## src/hdl/cle_pkg.sv

```systemverilog
// Shared constants, key and action codes, and the command and status structs
// of the console line editor. Used by every other file of the block but cle_ram.
`timescale 1ns / 1ps
`default_nettype none

package cle_pkg;

   localparam int BUFFER_DEPTH = 64;
   localparam int LINE_CAP     = BUFFER_DEPTH - 2;
   localparam int ADDR_W       = $clog2(BUFFER_DEPTH);
   localparam int COUNT_W      = $clog2(BUFFER_DEPTH + 1);

   // Field widths of a result transaction.
   localparam int BYTE_W    = 8;
   localparam int ACTION_W  = 3;
   localparam int ERASE_W   = 7;
   localparam int LINE_LEN_W = 6;

   // Received key codes.
   localparam logic [BYTE_W-1:0] KEY_NUL    = 8'h00;
   localparam logic [BYTE_W-1:0] KEY_CTRL_C = 8'h03;
   localparam logic [BYTE_W-1:0] KEY_BS     = 8'h08;
   localparam logic [BYTE_W-1:0] KEY_TAB    = 8'h09;
   localparam logic [BYTE_W-1:0] KEY_LF     = 8'h0A;
   localparam logic [BYTE_W-1:0] KEY_CR     = 8'h0D;
   localparam logic [BYTE_W-1:0] KEY_CTRL_U = 8'h15;
   localparam logic [BYTE_W-1:0] KEY_CTRL_W = 8'h17;
   localparam logic [BYTE_W-1:0] KEY_SPACE  = 8'h20;
   localparam logic [BYTE_W-1:0] KEY_DEL    = 8'h7F;

   // Echo actions.
   localparam logic [ACTION_W-1:0] ACT_NONE   = 3'd0;
   localparam logic [ACTION_W-1:0] ACT_ECHO   = 3'd1;
   localparam logic [ACTION_W-1:0] ACT_SPACES = 3'd2;
   localparam logic [ACTION_W-1:0] ACT_BELL   = 3'd3;
   localparam logic [ACTION_W-1:0] ACT_CRLF   = 3'd4;
   localparam logic [ACTION_W-1:0] ACT_ERASE  = 3'd5;

   // Key classes, decoded in the datapath.
   localparam int KC_W = 3;
   localparam logic [KC_W-1:0] KC_PLAIN  = 3'd0;
   localparam logic [KC_W-1:0] KC_NUL    = 3'd1;
   localparam logic [KC_W-1:0] KC_COMMIT = 3'd2;
   localparam logic [KC_W-1:0] KC_CTRLC  = 3'd3;
   localparam logic [KC_W-1:0] KC_KILL   = 3'd4;
   localparam logic [KC_W-1:0] KC_WORD   = 3'd5;
   localparam logic [KC_W-1:0] KC_ERASE  = 3'd6;
   localparam logic [KC_W-1:0] KC_TAB    = 3'd7;

   // Kinds of result the output register can be loaded with.
   localparam int OK_W = 4;
   localparam logic [OK_W-1:0] OUT_ECHO       = 4'd0;
   localparam logic [OK_W-1:0] OUT_SPACES     = 4'd1;
   localparam logic [OK_W-1:0] OUT_BELL       = 4'd2;
   localparam logic [OK_W-1:0] OUT_INTR       = 4'd3;
   localparam logic [OK_W-1:0] OUT_ERASE_ALL  = 4'd4;
   localparam logic [OK_W-1:0] OUT_ERASE_ONE  = 4'd5;
   localparam logic [OK_W-1:0] OUT_ERASE_WORD = 4'd6;
   localparam logic [OK_W-1:0] OUT_LINE_EMPTY = 4'd7;
   localparam logic [OK_W-1:0] OUT_LINE_BYTE  = 4'd8;

   // Number of store writes a TAB makes: three spaces, then the tab.
   localparam int TAB_WRITES = 4;

   typedef struct packed {
      logic            byte_load;
      logic            fill_clear;
      logic            fill_inc;
      logic            fill_dec;
      logic            idx_clear;
      logic            idx_inc;
      logic            erase_init;
      logic            erase_inc;
      logic            wr_en;
      logic            wr_tab;
      logic            rd_en;
      logic            rd_word;
      logic            out_load;
      logic [OK_W-1:0] out_kind;
   } cle_cmd_type;

   typedef struct packed {
      logic [KC_W-1:0] key_class;
      logic            fill_zero;
      logic            room_byte;
      logic            room_tab;
      logic            rd_space;
      logic            commit_last;
      logic            tab_last;
      logic            out_free;
   } cle_status_type;

endpackage

`default_nettype wire

```

## src/hdl/cle_ram.sv

```systemverilog
// Generic single-write, single-read RAM with a registered read port.
// Stand-alone; holds the line store of the console line editor.
`timescale 1ns / 1ps
`default_nettype none

module cle_ram #(
   parameter int WIDTH = 8,
   parameter int DEPTH = 64,
   localparam int AddrW = $clog2(DEPTH)
) (
   input  wire logic             clock,
   input  wire logic             wr_en,
   input  wire logic [AddrW-1:0] wr_addr,
   input  wire logic [WIDTH-1:0] wr_data,
   input  wire logic             rd_en,
   input  wire logic [AddrW-1:0] rd_addr,
   output logic      [WIDTH-1:0] rd_data
);

   logic [WIDTH-1:0] mem_ff [DEPTH];
   logic [WIDTH-1:0] rd_data_ff;

   always_ff @(posedge clock) begin
      if (wr_en) begin
         mem_ff[wr_addr] <= wr_data;
      end
      if (rd_en) begin
         rd_data_ff <= mem_ff[rd_addr];
      end
   end

   assign rd_data = rd_data_ff;

endmodule

`default_nettype wire

```

## src/hdl/cle_datapath.sv

```systemverilog
// Datapath of the console line editor: received byte, fill count, index and
// erase counters, the line store RAM and the result register. Uses cle_pkg.
`timescale 1ns / 1ps
`default_nettype none

module cle_datapath (
   input  wire logic                             clock,
   input  wire logic                             reset,
   input  wire logic [cle_pkg::BYTE_W-1:0]       req_rx_byte,
   input  wire cle_pkg::cle_cmd_type             cmd,
   output cle_pkg::cle_status_type               status,
   output logic                                  rsp_valid,
   input  wire logic                             rsp_stall,
   output logic [cle_pkg::ACTION_W-1:0]          rsp_echo_action,
   output logic [cle_pkg::BYTE_W-1:0]            rsp_echo_char,
   output logic [cle_pkg::ERASE_W-1:0]           rsp_erase_count,
   output logic                                  rsp_interrupt_flag,
   output logic                                  rsp_line_valid,
   output logic [cle_pkg::BYTE_W-1:0]            rsp_line_byte,
   output logic [cle_pkg::LINE_LEN_W-1:0]        rsp_line_length,
   output logic                                  rsp_last
);

   logic [cle_pkg::BYTE_W-1:0]     byte_ff;
   logic [cle_pkg::COUNT_W-1:0]    fill_ff, fill_in;
   logic [cle_pkg::ADDR_W-1:0]     idx_ff, idx_in;
   logic [cle_pkg::ERASE_W-1:0]    erase_ff, erase_in;
   logic                           rsp_valid_ff, rsp_valid_in;

   logic [cle_pkg::ACTION_W-1:0]   action_ff, action_in;
   logic [cle_pkg::BYTE_W-1:0]     echo_char_ff, echo_char_in;
   logic [cle_pkg::ERASE_W-1:0]    erase_count_ff, erase_count_in;
   logic                           intr_ff, intr_in;
   logic                           line_valid_ff, line_valid_in;
   logic [cle_pkg::BYTE_W-1:0]     line_byte_ff, line_byte_in;
   logic [cle_pkg::LINE_LEN_W-1:0] line_length_ff, line_length_in;
   logic                           last_ff, last_in;

   logic [cle_pkg::ADDR_W-1:0]     fill_addr;
   logic [cle_pkg::ADDR_W-1:0]     rd_addr;
   logic [cle_pkg::BYTE_W-1:0]     wr_data;
   logic [cle_pkg::BYTE_W-1:0]     rd_data;
   logic [cle_pkg::KC_W-1:0]       key_class;
   logic [cle_pkg::ERASE_W-1:0]    count_sel;
   logic                           commit_last;

   // Key decode of the captured byte.
   always_comb begin
      unique case (byte_ff) inside
         cle_pkg::KEY_CR, cle_pkg::KEY_LF:  key_class = cle_pkg::KC_COMMIT;
         cle_pkg::KEY_NUL:                  key_class = cle_pkg::KC_NUL;
         cle_pkg::KEY_CTRL_C:               key_class = cle_pkg::KC_CTRLC;
         cle_pkg::KEY_CTRL_U:               key_class = cle_pkg::KC_KILL;
         cle_pkg::KEY_CTRL_W:               key_class = cle_pkg::KC_WORD;
         cle_pkg::KEY_BS, cle_pkg::KEY_DEL: key_class = cle_pkg::KC_ERASE;
         cle_pkg::KEY_TAB:                  key_class = cle_pkg::KC_TAB;
         default:                           key_class = cle_pkg::KC_PLAIN;
      endcase
   end

   assign fill_addr   = fill_ff[cle_pkg::ADDR_W-1:0];
   assign commit_last = ({1'b0, idx_ff} + 1'b1) == fill_ff;

   // The word erase reads the byte just below the current fill count.
   assign rd_addr = cmd.rd_word ? (fill_addr - 1'b1) : idx_ff;

   // During a TAB the first three writes are spaces and the last is the tab.
   assign wr_data = (cmd.wr_tab && (idx_ff != cle_pkg::ADDR_W'(cle_pkg::TAB_WRITES - 1)))
                    ? cle_pkg::KEY_SPACE : byte_ff;

   cle_ram #(
      .WIDTH (cle_pkg::BYTE_W),
      .DEPTH (cle_pkg::BUFFER_DEPTH)
   ) u_line_store (
      .clock   (clock),
      .wr_en   (cmd.wr_en),
      .wr_addr (fill_addr),
      .wr_data (wr_data),
      .rd_en   (cmd.rd_en),
      .rd_addr (rd_addr),
      .rd_data (rd_data)
   );

   always_comb begin
      status.key_class   = key_class;
      status.fill_zero   = (fill_ff == '0);
      status.room_byte   = (fill_ff < cle_pkg::COUNT_W'(cle_pkg::LINE_CAP));
      status.room_tab    = ((fill_ff + cle_pkg::COUNT_W'(cle_pkg::TAB_WRITES))
                            <= cle_pkg::COUNT_W'(cle_pkg::LINE_CAP));
      status.rd_space    = (rd_data == cle_pkg::KEY_SPACE);
      status.commit_last = commit_last;
      status.tab_last    = (idx_ff == cle_pkg::ADDR_W'(cle_pkg::TAB_WRITES - 1));
      status.out_free    = !rsp_valid_ff || !rsp_stall;
   end

   // Counters.
   always_comb begin
      fill_in = fill_ff;
      if (cmd.fill_clear) begin
         fill_in = '0;
      end else if (cmd.fill_inc) begin
         fill_in = fill_ff + 1'b1;
      end else if (cmd.fill_dec) begin
         fill_in = fill_ff - 1'b1;
      end

      idx_in = idx_ff;
      if (cmd.idx_clear) begin
         idx_in = '0;
      end else if (cmd.idx_inc) begin
         idx_in = idx_ff + 1'b1;
      end

      erase_in = erase_ff;
      if (cmd.erase_init) begin
         erase_in = {{(cle_pkg::ERASE_W-1){1'b0}}, (fill_ff != '0)};
      end else if (cmd.erase_inc) begin
         erase_in = erase_ff + 1'b1;
      end
   end

   // Result register contents.
   always_comb begin
      action_in      = cle_pkg::ACT_NONE;
      echo_char_in   = '0;
      erase_count_in = '0;
      intr_in        = 1'b0;
      line_valid_in  = 1'b0;
      line_byte_in   = '0;
      line_length_in = '0;
      last_in        = 1'b1;
      count_sel      = '0;
      case (cmd.out_kind) inside
         cle_pkg::OUT_ECHO: begin
            action_in    = cle_pkg::ACT_ECHO;
            echo_char_in = byte_ff;
         end
         cle_pkg::OUT_SPACES: action_in = cle_pkg::ACT_SPACES;
         cle_pkg::OUT_BELL:   action_in = cle_pkg::ACT_BELL;
         cle_pkg::OUT_INTR:   intr_in   = 1'b1;
         cle_pkg::OUT_ERASE_ALL, cle_pkg::OUT_ERASE_ONE, cle_pkg::OUT_ERASE_WORD: begin
            if (cmd.out_kind == cle_pkg::OUT_ERASE_ALL) begin
               count_sel = cle_pkg::ERASE_W'(fill_ff);
            end else if (cmd.out_kind == cle_pkg::OUT_ERASE_ONE) begin
               count_sel = {{(cle_pkg::ERASE_W-1){1'b0}}, (fill_ff != '0)};
            end else begin
               count_sel = erase_ff;
            end
            erase_count_in = count_sel;
            action_in      = (count_sel != '0) ? cle_pkg::ACT_ERASE : cle_pkg::ACT_NONE;
         end
         cle_pkg::OUT_LINE_EMPTY: begin
            action_in     = cle_pkg::ACT_CRLF;
            line_valid_in = 1'b1;
         end
         cle_pkg::OUT_LINE_BYTE: begin
            action_in      = (idx_ff == '0) ? cle_pkg::ACT_CRLF : cle_pkg::ACT_NONE;
            line_valid_in  = 1'b1;
            line_byte_in   = rd_data;
            line_length_in = fill_ff[cle_pkg::LINE_LEN_W-1:0];
            last_in        = commit_last;
         end
         default: begin
            action_in = cle_pkg::ACT_NONE;
         end
      endcase
   end

   always_comb begin
      rsp_valid_in = rsp_valid_ff;
      if (cmd.out_load) begin
         rsp_valid_in = 1'b1;
      end else if (rsp_valid_ff && !rsp_stall) begin
         rsp_valid_in = 1'b0;
      end
   end

   always_ff @(posedge clock) begin
      if (reset) begin
         fill_ff      <= '0;
         idx_ff       <= '0;
         erase_ff     <= '0;
         rsp_valid_ff <= 1'b0;
      end else begin
         fill_ff      <= fill_in;
         idx_ff       <= idx_in;
         erase_ff     <= erase_in;
         rsp_valid_ff <= rsp_valid_in;
      end
   end

   always_ff @(posedge clock) begin
      if (cmd.byte_load) begin
         byte_ff <= req_rx_byte;
      end
      if (cmd.out_load) begin
         action_ff      <= action_in;
         echo_char_ff   <= echo_char_in;
         erase_count_ff <= erase_count_in;
         intr_ff        <= intr_in;
         line_valid_ff  <= line_valid_in;
         line_byte_ff   <= line_byte_in;
         line_length_ff <= line_length_in;
         last_ff        <= last_in;
      end
   end

   assign rsp_valid          = rsp_valid_ff;
   assign rsp_echo_action    = action_ff;
   assign rsp_echo_char      = echo_char_ff;
   assign rsp_erase_count    = erase_count_ff;
   assign rsp_interrupt_flag = intr_ff;
   assign rsp_line_valid     = line_valid_ff;
   assign rsp_line_byte      = line_byte_ff;
   assign rsp_line_length    = line_length_ff;
   assign rsp_last           = last_ff;

endmodule

`default_nettype wire

```

## src/hdl/cle_ctrl.sv

```systemverilog
// Controller state machine of the console line editor. Sequences key
// handling, tab writes, line commit and word erase. Uses cle_pkg.
`timescale 1ns / 1ps
`default_nettype none

module cle_ctrl (
   input  wire logic                    clock,
   input  wire logic                    reset,
   input  wire logic                    req_valid,
   output logic                         req_stall,
   input  wire cle_pkg::cle_status_type status,
   output cle_pkg::cle_cmd_type         cmd
);

   localparam int STATE_W = 4;
   localparam logic [STATE_W-1:0] S_IDLE        = 4'd0;
   localparam logic [STATE_W-1:0] S_DECODE      = 4'd1;
   localparam logic [STATE_W-1:0] S_TAB_WR      = 4'd2;
   localparam logic [STATE_W-1:0] S_TAB_EMIT    = 4'd3;
   localparam logic [STATE_W-1:0] S_COMMIT_RD   = 4'd4;
   localparam logic [STATE_W-1:0] S_COMMIT_EMIT = 4'd5;
   localparam logic [STATE_W-1:0] S_WORD_CHECK  = 4'd6;
   localparam logic [STATE_W-1:0] S_WORD_WAIT   = 4'd7;
   localparam logic [STATE_W-1:0] S_WORD_EMIT   = 4'd8;

   logic [STATE_W-1:0] state_ff, state_in;

   assign req_stall = (state_ff != S_IDLE);

   always_comb begin
      state_in = state_ff;
      cmd      = '0;
      unique case (state_ff)
         S_IDLE: begin
            if (req_valid) begin
               cmd.byte_load = 1'b1;
               state_in      = S_DECODE;
            end
         end
         S_DECODE: begin
            unique case (status.key_class)
               cle_pkg::KC_NUL: state_in = S_IDLE;
               cle_pkg::KC_COMMIT: begin
                  if (!status.fill_zero) begin
                     cmd.idx_clear = 1'b1;
                     state_in      = S_COMMIT_RD;
                  end else if (status.out_free) begin
                     cmd.out_load = 1'b1;
                     cmd.out_kind = cle_pkg::OUT_LINE_EMPTY;
                     state_in     = S_IDLE;
                  end
               end
               cle_pkg::KC_CTRLC: begin
                  if (status.out_free) begin
                     cmd.out_load   = 1'b1;
                     cmd.out_kind   = cle_pkg::OUT_INTR;
                     cmd.fill_clear = 1'b1;
                     state_in       = S_IDLE;
                  end
               end
               cle_pkg::KC_KILL: begin
                  if (status.out_free) begin
                     cmd.out_load   = 1'b1;
                     cmd.out_kind   = cle_pkg::OUT_ERASE_ALL;
                     cmd.fill_clear = 1'b1;
                     state_in       = S_IDLE;
                  end
               end
               cle_pkg::KC_ERASE: begin
                  if (status.out_free) begin
                     cmd.out_load = 1'b1;
                     cmd.out_kind = cle_pkg::OUT_ERASE_ONE;
                     cmd.fill_dec = !status.fill_zero;
                     state_in     = S_IDLE;
                  end
               end
               cle_pkg::KC_WORD: begin
                  // The first character goes unconditionally, space or not.
                  cmd.erase_init = 1'b1;
                  cmd.fill_dec   = !status.fill_zero;
                  state_in       = S_WORD_CHECK;
               end
               cle_pkg::KC_TAB: begin
                  if (status.room_tab) begin
                     cmd.idx_clear = 1'b1;
                     state_in      = S_TAB_WR;
                  end else if (status.out_free) begin
                     cmd.out_load = 1'b1;
                     cmd.out_kind = cle_pkg::OUT_BELL;
                     state_in     = S_IDLE;
                  end
               end
               default: begin
                  if (status.out_free) begin
                     cmd.out_load = 1'b1;
                     if (status.room_byte) begin
                        cmd.wr_en    = 1'b1;
                        cmd.fill_inc = 1'b1;
                        cmd.out_kind = cle_pkg::OUT_ECHO;
                     end else begin
                        cmd.out_kind = cle_pkg::OUT_BELL;
                     end
                     state_in = S_IDLE;
                  end
               end
            endcase
         end
         S_TAB_WR: begin
            cmd.wr_en    = 1'b1;
            cmd.wr_tab   = 1'b1;
            cmd.fill_inc = 1'b1;
            cmd.idx_inc  = 1'b1;
            if (status.tab_last) begin
               state_in = S_TAB_EMIT;
            end
         end
         S_TAB_EMIT: begin
            if (status.out_free) begin
               cmd.out_load = 1'b1;
               cmd.out_kind = cle_pkg::OUT_SPACES;
               state_in     = S_IDLE;
            end
         end
         S_COMMIT_RD: begin
            cmd.rd_en = 1'b1;
            state_in  = S_COMMIT_EMIT;
         end
         S_COMMIT_EMIT: begin
            if (status.out_free) begin
               cmd.out_load = 1'b1;
               cmd.out_kind = cle_pkg::OUT_LINE_BYTE;
               if (status.commit_last) begin
                  cmd.fill_clear = 1'b1;
                  state_in       = S_IDLE;
               end else begin
                  cmd.idx_inc = 1'b1;
                  state_in    = S_COMMIT_RD;
               end
            end
         end
         S_WORD_CHECK: begin
            if (status.fill_zero) begin
               state_in = S_WORD_EMIT;
            end else begin
               cmd.rd_en   = 1'b1;
               cmd.rd_word = 1'b1;
               state_in    = S_WORD_WAIT;
            end
         end
         S_WORD_WAIT: begin
            if (status.rd_space) begin
               state_in = S_WORD_EMIT;
            end else begin
               cmd.fill_dec  = 1'b1;
               cmd.erase_inc = 1'b1;
               state_in      = S_WORD_CHECK;
            end
         end
         S_WORD_EMIT: begin
            if (status.out_free) begin
               cmd.out_load = 1'b1;
               cmd.out_kind = cle_pkg::OUT_ERASE_WORD;
               state_in     = S_IDLE;
            end
         end
         default: state_in = S_IDLE;
      endcase
   end

   always_ff @(posedge clock) begin
      if (reset) begin
         state_ff <= S_IDLE;
      end else begin
         state_ff <= state_in;
      end
   end

endmodule

`default_nettype wire

```

## src/hdl/console_line_editor_unit.sv

```systemverilog
// Console line editor top level: one received byte per transaction in, edit
// results out. Instantiates cle_ctrl and cle_datapath; uses cle_pkg.
// A single-result key loads its result once the output register is free; a TAB
// first writes three spaces and the tab to the line store. A commit does one RAM
// read and gives one result per byte; Ctrl-W erases the last character and then
// the ones before it back to a space or the start of the line. NUL gives no result.
// A new byte is taken once the previous one is finished, even while its last
// result still waits in the output register. Reset is synchronous and clears
// the state machine, fill count and result valid; the line store is not cleared.
`timescale 1ns / 1ps
`default_nettype none

module console_line_editor_unit (
   input  wire logic                                clock,
   input  wire logic                                reset,
   input  wire logic                                req_valid,
   output logic                                     req_stall,
   input  wire logic [cle_pkg::BYTE_W-1:0]          req_rx_byte,
   output logic                                     rsp_valid,
   input  wire logic                                rsp_stall,
   output logic [cle_pkg::ACTION_W-1:0]             rsp_echo_action,
   output logic [cle_pkg::BYTE_W-1:0]               rsp_echo_char,
   output logic [cle_pkg::ERASE_W-1:0]              rsp_erase_count,
   output logic                                     rsp_interrupt_flag,
   output logic                                     rsp_line_valid,
   output logic [cle_pkg::BYTE_W-1:0]               rsp_line_byte,
   output logic [cle_pkg::LINE_LEN_W-1:0]           rsp_line_length,
   output logic                                     rsp_last
);

   cle_pkg::cle_cmd_type    cmd;
   cle_pkg::cle_status_type status;

   cle_ctrl u_ctrl (
      .clock     (clock),
      .reset     (reset),
      .req_valid (req_valid),
      .req_stall (req_stall),
      .status    (status),
      .cmd       (cmd)
   );

   cle_datapath u_datapath (
      .clock              (clock),
      .reset              (reset),
      .req_rx_byte        (req_rx_byte),
      .cmd                (cmd),
      .status             (status),
      .rsp_valid          (rsp_valid),
      .rsp_stall          (rsp_stall),
      .rsp_echo_action    (rsp_echo_action),
      .rsp_echo_char      (rsp_echo_char),
      .rsp_erase_count    (rsp_erase_count),
      .rsp_interrupt_flag (rsp_interrupt_flag),
      .rsp_line_valid     (rsp_line_valid),
      .rsp_line_byte      (rsp_line_byte),
      .rsp_line_length    (rsp_line_length),
      .rsp_last           (rsp_last)
   );

endmodule

`default_nettype wire
```

## config.mk

```make
export PLATFORM = sky130hd
export DESIGN_NAME = console_line_editor_unit
export DESIGN_NICKNAME = d
export VERILOG_FILES = /design/src/hdl/cle_pkg.sv /design/src/hdl/cle_ram.sv /design/src/hdl/cle_datapath.sv /design/src/hdl/cle_ctrl.sv /design/src/hdl/console_line_editor_unit.sv
export SDC_FILE = /design/constraint.sdc
export NUM_CORES = 1
export LEC_CHECK = 0
export ABC_AREA = 1
export BUFFER_PORTS_ARGS = -buffer_cell sky130_fd_sc_hd__buf_2
export CAP_MARGIN = 20
export CORE_ASPECT_RATIO = 0.5
export CORE_MARGIN = 5
export CORE_UTILIZATION = 56
export CTS_CLUSTER_SIZE = 14
export DETAILED_ROUTE_END_ITERATION = 10
export MAX_ROUTING_LAYER = met4
export PLACE_DENSITY_LB_ADDON = 0.1
export SYNTH_ARGS = -nofsm -noshare
export SYNTH_HDL_FRONTEND = slang
export SYNTH_SLANG_ARGS = --single-unit
export TNS_END_PERCENT = 10
```

## constraint.sdc

```tcl
create_clock -name clock -period 3.5 [get_ports clock]
set_input_delay 0.525 -clock clock [delete_from_list [all_inputs] [get_ports clock]]
set_output_delay 0.525 -clock clock [all_outputs]
set_load 0.02 [all_outputs]
```

==> results by group, run 1 <==
Clock network
  – Clock Tree Root: clkbuf_16
  – Total CTS buffers: slightly above 50
  – Clock sink count: roughly 590
  – Clock slew at reported path FFs: ~0.07 ns
  – H-Tree Depth: 2
  – CTS tree: done
  – Clk_lat worst skew: ~0.59 ns
  – Max Root-Sink Buffers: 3
  – Hold_buf cts: 0

GRT
  – Initial antenna violation count: 0
  – GRT overflow: 0
  – Gr usage total: 0.271
  – Largest net degree at the start of global routing: 89
  – Number of global-route vias before repair: between 15k and 20k
  – First-pass GRT wire length: between 90000 and 100000 um

Synthesis
  – Post-synth top area share: 0.687
  – Mapped Cells: a little over 2k
  – Syn_nets: a little over 2k
  – Simple-gate share of the synthesized area: 0.120
  – Ys async rst share: 0
  – Top cells by area, synth: edfxtp_1 69%, nor2_1 6.4%, o21ai_0 3.9%
  – Post-synthesis compound-gate area fraction: 0.120
  – EDFF count, synth: 563
  – Leading area contributor after synthesis: edfxtp_1
  – Syn. warnings: 0
  – Synth cell types: 44
  – Main combinational cell family by area after synthesis: simple AND/OR/NAND/NOR gates
  – Seq/Total Area, Yosys: 0.708
  – Synth top cells by count: 563 x edfxtp_1, 419 x nor2_1, 193 x o21ai_0, 126 x nand2_1, 118 x nand3_1
  – Xor/xnor share of the synthesized area: 0.00605
  – Adder-Cell Fraction of Synth Area: 0.00641
  – Cell Area, Synth: 24600 um^2
  – Count leader, synth: edfxtp_1
  – Mux share of post-synthesis cell area: 0
  – Synth Area per Inst: between 10 and 15 um^2
  – Top FF cell, synth: edfxtp_1
  – Register bit count reported by yosys: about 600

Die
  – Die Span Y: ~160 um
  – Initial Util: 0.565
  – CORE AREA: 43500 um^2
  – Die ar.: ~48000 um^2
  – I/O Pins: 49
  – Placement row count: 54
  – DIE WIDTH: between 300 and 400 um

Critical path
  – Worst Setup Start Kind: register
  – Flop2flop setup slack: about 0.15 ns
  – Maximum fanout along the worst path: 88
  – Crit path capture type: register
  – Worst Path Arrival: about 3.8 ns
  – WS Path Type: register to register
  – Required time of the critical path: 3.95 ns

STA
  – Least-Margin Pin Slew: roughly 1.1 ns
  – Final Hold Viols: 0
  – Final setup violating endpoints: 0
  – Achievable frequency: between 200 and 300 MHz
  – RSZ-0062 raised after global routing: true
  – Worst Setup Slack, final: between 0.1 and 0.15 ns
  – Final period util: 0.958
  – Final setup skew: 0.0159 ns
  – Final Critical Period: between 3 and 4 ns
  – Sum Neg Setup Slack: 0 ns
  – Headroom to the max-slew limit: 0.286
  – Final Max Tran Viols: 0

Detailed routing
  – Post-Route WL: approximately 64000 um
  – Vias per inst: ~6.0
  – WL met3: between 6000 and 7000 um
  – M1 WL: between 20000 and 30000 um
  – Detail Route Antenna Nets: 0
  – Pre-antenna DRT Iters: 6
  – Starting DRT DRC Count: roughly 1.9k
  – DR top layer: met4
  – Residual DRC: 0
  – Routed vias: approximately 17k
  – Metal2 WL: 28200 um
  – Post-DR wirelength/cell: ~23 um

Finish
  – Fill cells: 3331
  – Layout cells sized above 1: 0.130
  – Area occupied by multi-input gates: between 6000 and 7000 um^2
  – # nets final: 2177
  – Synthesis-to-finish area growth: 13.1%
  – Design Area, Final: around 28000 um^2
  – Diodes inserted: 0
  – Final Core Density: 0.639
  – Reg area: about 17000 um^2

Power and ir drop
  – Total Power: ~14 mW
  – Power Dens Cells: a little over 500 nW/um^2
  – Peak supply drop: between 0.3 and 0.4 mV
  – P_leak: 9.43 nW

Run status
  – Outcome: completed

Placed design
  – Place WS: 0.115 ns
  – HPWL after DPL: 39100 um
  – Post-DP Area: roughly 26000 um^2
  – Port Buffers: 48
  – GP Congestion: 0.926

Run
  – Maxcap violations: 0

Hold path
  – Min-delay worst type: input pin to register
placed cells by master (no fill, tap or decap), types with 11 or more instances in the layout:
| cell type | count |
|---|---|
| nand4_1 | 18 |
| o211ai_1 | 49 |
| o221ai_1 | 81 |
| clkbuf_16 | 53 |
| dfxtp_1 | 25 |
| nor2_1 | 411 |
| buf_2 | 48 |
| buf_12 | 14 |
| a21oi_1 | 20 |
| buf_4 | 118 |
| o21ai_1 | 95 |
| nand3_1 | 118 |
| o22ai_1 | 32 |
| clkbuf_1 | 18 |
| inv_1 | 92 |
| nor3_1 | 14 |
| nand2_1 | 122 |
| o21ai_0 | 193 |
| xor2_1 | 12 |
| ha_1 | 11 |
| edfxtp_1 | 563 |
worst paths after layout:
check                                       endpoint  cells after the start              startpoint
hold / removal                 u_datapath.byte_ff[0]                      1          req_rx_byte[0]
setup reg to reg  u_datapath.u_line_store.rd_data[0]                     13   u_datapath.fill_ff[0]
setup / recovery  u_datapath.u_line_store.rd_data[0]                     13   u_datapath.fill_ff[0]
hold reg to reg               u_datapath.erase_ff[6]                      2  u_datapath.erase_ff[6]
repair_timing:
action	CTS	global route
gates resized for setup	0	13
endpoints found under the setup margin	0	8
setup buffers	0	4
per-layer routing:
metal	vias to the layer above	GRT usage
met5	-	-
met1	8135	0.381
li1	7706	-
met3	103	0.0694
met2	803	0.406
met4	0	0.0579
stage by stage:
step | hold WS [ns] | std cells
floorplan | 0.438 | 2036
global placement | 0.448 | 2684
detailed placement | 0.456 | 2684
CTS | 0.0899 | 2767
global route | 0.0867 | 2771
finish | 0.116 | 2771
logic make-up after synthesis:
kind of cell | after synthesis
AO/OA/AOI/OAI | 484
XOR/XNOR | 17
adder cells (fa/ha/maj) | 12
buffers and inverters | 224
flip-flops | 588
AND/OR/NAND/NOR | 711
power breakdown:
| group | switching, mW | internal [mW] | leakage [nW] | total (mW) |
|---|---|---|---|---|
| Combinational | 0.626 | 0.251 | 3.41 | 0.878 |
| Sequential | 0.0271 | 7.81 | 5.28 | 7.84 |
| Clock | 2.47 | 2.89 | 0.736 | 5.37 |
final cells by class:
cell class,instances,area share
inverter,107,0.0148
clock buffer,73,0.0511
sequential,588,0.626
clock inverter,10,0.00355
tap,588,0.0265
timing repair buffer,181,0.0516
multi-input combinational,1224,0.227
state kept, by name, summed over array words and instances, names as in the netlist, 7 cells and up:
register and count:
u_datapath.u_line_store.mem_ff 512, u_datapath.u_line_store.rd_data 8, u_datapath.erase_ff 7, u_datapath.fill_ff 7, u_datapath.byte_ff 8, u_datapath.rsp_echo_char 8, u_datapath.rsp_line_byte 8, u_datapath.rsp_erase_count 7
critical path, cell delays in order, from the launching register on:
cell and delay (ns):
dfxtp_1 0.33, clkinv_1 0.08, ha_1 0.27, nand4_4 0.12, nand2_1 0.25, o21ai_4 0.39, buf_12 0.31, buf_16 0.35
o21ai_1 0.10, o221ai_1 0.30, o211ai_1 0.22, nand3_1 0.17, nand3_1 0.15, nand2_1 0.11
Power figures use the tool's default switching activity.
==> run 2, diff against run 1 <==
- CORE_UTILIZATION: 56 -> 55
==> results by group, run 2 (synthesis results as in run 1) <==
Detailed routing
  – Vias per inst: 6.11 (+1.0%)
  – Pre-antenna DRT Iters: 6 (unchanged)
  – Residual DRC: 0 (unchanged)
  – Starting DRT DRC Count: 1888 (+0.53%)
  – Detail Route Antenna Nets: 0 (unchanged)
  – Post-DR wirelength/cell: 23.2 um (+0.50%)
  – Post-Route WL: 64000 um (+0.10%)
  – Routed vias: 16.9k (+0.62%)

GRT
  – Gr usage total: 0.264 (-0.00648)
  – Number of global-route vias before repair: 16.2k (+2.2%)
  – Initial antenna violation count: 0 (unchanged)
  – M2 GR Usage: 0.390 (-0.0157)
  – First-pass GRT wire length: 97100 um (+0.67%)
  – GR Layer Usage met3: 0.0658 (-0.00359)
  – GRT overflow: 0 (unchanged)
  – Met1 GRT Util: 0.377 (-0.00375)
  – Largest net degree at the start of global routing: 84 (-5.6%)
  – Global route hottest layer: met2

Clock network
  – CTS tree: done
  – H-Tree Depth: 2 (unchanged)
  – Max Root-Sink Buffers: 3 (unchanged)
  – Clk_lat worst skew: 0.59 ns (about the same)
  – Clock sink count: 588 (unchanged)
  – Hold_buf cts: 0 (unchanged)
  – Total CTS buffers: 51 (unchanged)
  – Clock Tree Root: clkbuf_16
  – Clock slew at reported path FFs: 0.07 ns (about the same)

Critical path
  – Worst Path Arrival: 3.64 ns (-0.17 ns)
  – Maximum fanout along the worst path: 40 (-55%)
  – WS Path Type: register to register
  – CP max stage cell: o21ai_4
  – Largest delay share family, worst path: simple AND/OR/NAND/NOR gates
  – CP most frequent cell: nand3_1
  – Worst Setup Start Kind: register
  – Crit-path max cell delay: 0.40 ns (about the same)
  – Required time of the critical path: 3.83 ns (-0.12 ns)
  – Buf/Inv on CP: 3 (unchanged)
  – Cells along the critical path: clkinv_1 -> ha_1 -> nand4_4 -> nand2_1 -> o21ai_4 -> inv_6 -> buf_4 -> o21ai_0 -> o221ai_1 -> nand3_1 -> nand3_1 -> nand3_1 -> nand2_1
  – Crit path capture type: register

Finish
  – Design Area, Final: 27700 um^2 (-0.51%)
  – Layout cells sized above 1: 0.124 (-0.00579)
  – Area occupied by multi-input gates: 6290 um^2 (-0.18%)
  – Synthesis-to-finish area growth: 12.5%
  – # nets final: 2165 (-0.55%)
  – Commonest non-fill, non-tap cells in the layout: 563 x edfxtp_1, 412 x nor2_1, 193 x o21ai_0
  – Fill cells: 3373 (+1.3%)
  – Diodes inserted: 0 (unchanged)
  – Biggest register: u_datapath.u_line_store.mem_ff
  – Reg area: 17400 um^2 (unchanged)
  – Commonest non-fill, non-tap cell in the layout: edfxtp_1
  – Final Core Density: 0.631 (-0.00815)
  – Max FFs per register: 512 (unchanged)
  – Cell Count, Final, Fillers Out: 2760 (-0.40%)

Die
  – Placement row count: 54 (unchanged)
  – CORE AREA: 43800 um^2 (+0.78%)
  – DIE WIDTH: 309 um (+0.87%)
  – Die Span Y: 160 um (+0.85%)
  – Initial Util: 0.561 (-0.00435)
  – Die ar.: 49300 um^2 (+1.7%)
  – I/O Pins: 49 (unchanged)

Placed design
  – Post-DP Area: 26100 um^2 (-0.41%)
  – GP Congestion: 0.924 (-0.25%)
  – Port Buffers: 48 (unchanged)
  – Place WS: 0.184 ns (+0.0688 ns)
  – Placed cells: 2673 (-0.41%)
  – HPWL after DPL: 39100 um (+0.17%)

Power and ir drop
  – Peak supply drop: 0.366 mV (+8.6%)
  – P_leak: 9.36 nW (-0.71%)
  – Power Dens Cells: 509 nW/um^2 (+0.44%)
  – Total Power: 14.1 mW (about the same)

Hold path
  – Min-delay worst type: input pin to register

Run
  – Maxcap violations: 0 (unchanged)

STA
  – Final Hold Viols: 0 (unchanged)
  – Final setup skew: 0.0152 ns (-0.000622 ns)
  – WHS: 0.119 ns (+0.00381 ns)
  – Final Critical Period: 3.31 ns (-0.0459 ns)
  – Worst Setup Slack, final: 0.192 ns (+0.0459 ns)
  – Final Max Tran Viols: 0 (unchanged)
  – RSZ-0062 raised after global routing: false
  – Sum Neg Setup Slack: 0 ns (unchanged)
  – Achievable frequency: 302 MHz (+1.4%)
  – Final period util: 0.945 (-0.0131)
  – Final setup violating endpoints: 0 (unchanged)
  – Headroom to the max-slew limit: 0.273 (-0.0134)
  – Least-Margin Pin Slew: 1.09 ns (+0.0161 ns)

Run status
  – Outcome: completed
==> run 2: per-layer routing <==
| metal | part of all wire | routed length, um |
|---|---|---|
| met2 | 0.44 | 28400 |
| met4 | 0.020 | 1300 |
| met5 | 0 | 0 |
| met1 | 0.43 | 27800 |
| met3 | 0.10 | 6490 |
==> run 2: what timing repair did <==
| item | in CTS | in global routing |
|---|---|---|
| setup endpoints to repair | 0 | 8 |
| setup buffers | 0 | 3 |
| gates resized for setup | 0 | 9 |
==> run 2: path summary, 6_finish.rpt <==
kind	slack (ns)	startpoint	to	depth (start not counted)
worst min-delay path	0.12	req_rx_byte[7]	u_datapath.byte_ff[7]	1
worst max register to register	0.19	u_datapath.fill_ff[0]	u_datapath.u_line_store.rd_data[5]	13
worst max-delay path	0.19	u_datapath.fill_ff[0]	u_datapath.u_line_store.rd_data[5]	13
worst min register to register	0.47	u_datapath.erase_ff[6]	u_datapath.erase_ff[6]	2
==> run 2: layout make-up <==
class	instances	area share
sequential	588	0.629
multi-input combinational	1224	0.227
clock buffer	68	0.0496
timing repair buffer	169	0.0475
tap	588	0.0266
inverter	107	0.0147
clock inverter	16	0.00507
==> run 2: power breakdown <==
group          switching (mW)  internal, mW  total [mW]
registers              0.0378          7.81        7.85
clock network            2.48          2.88        5.36
logic                   0.629         0.235       0.863
total                    3.14          10.9        14.1
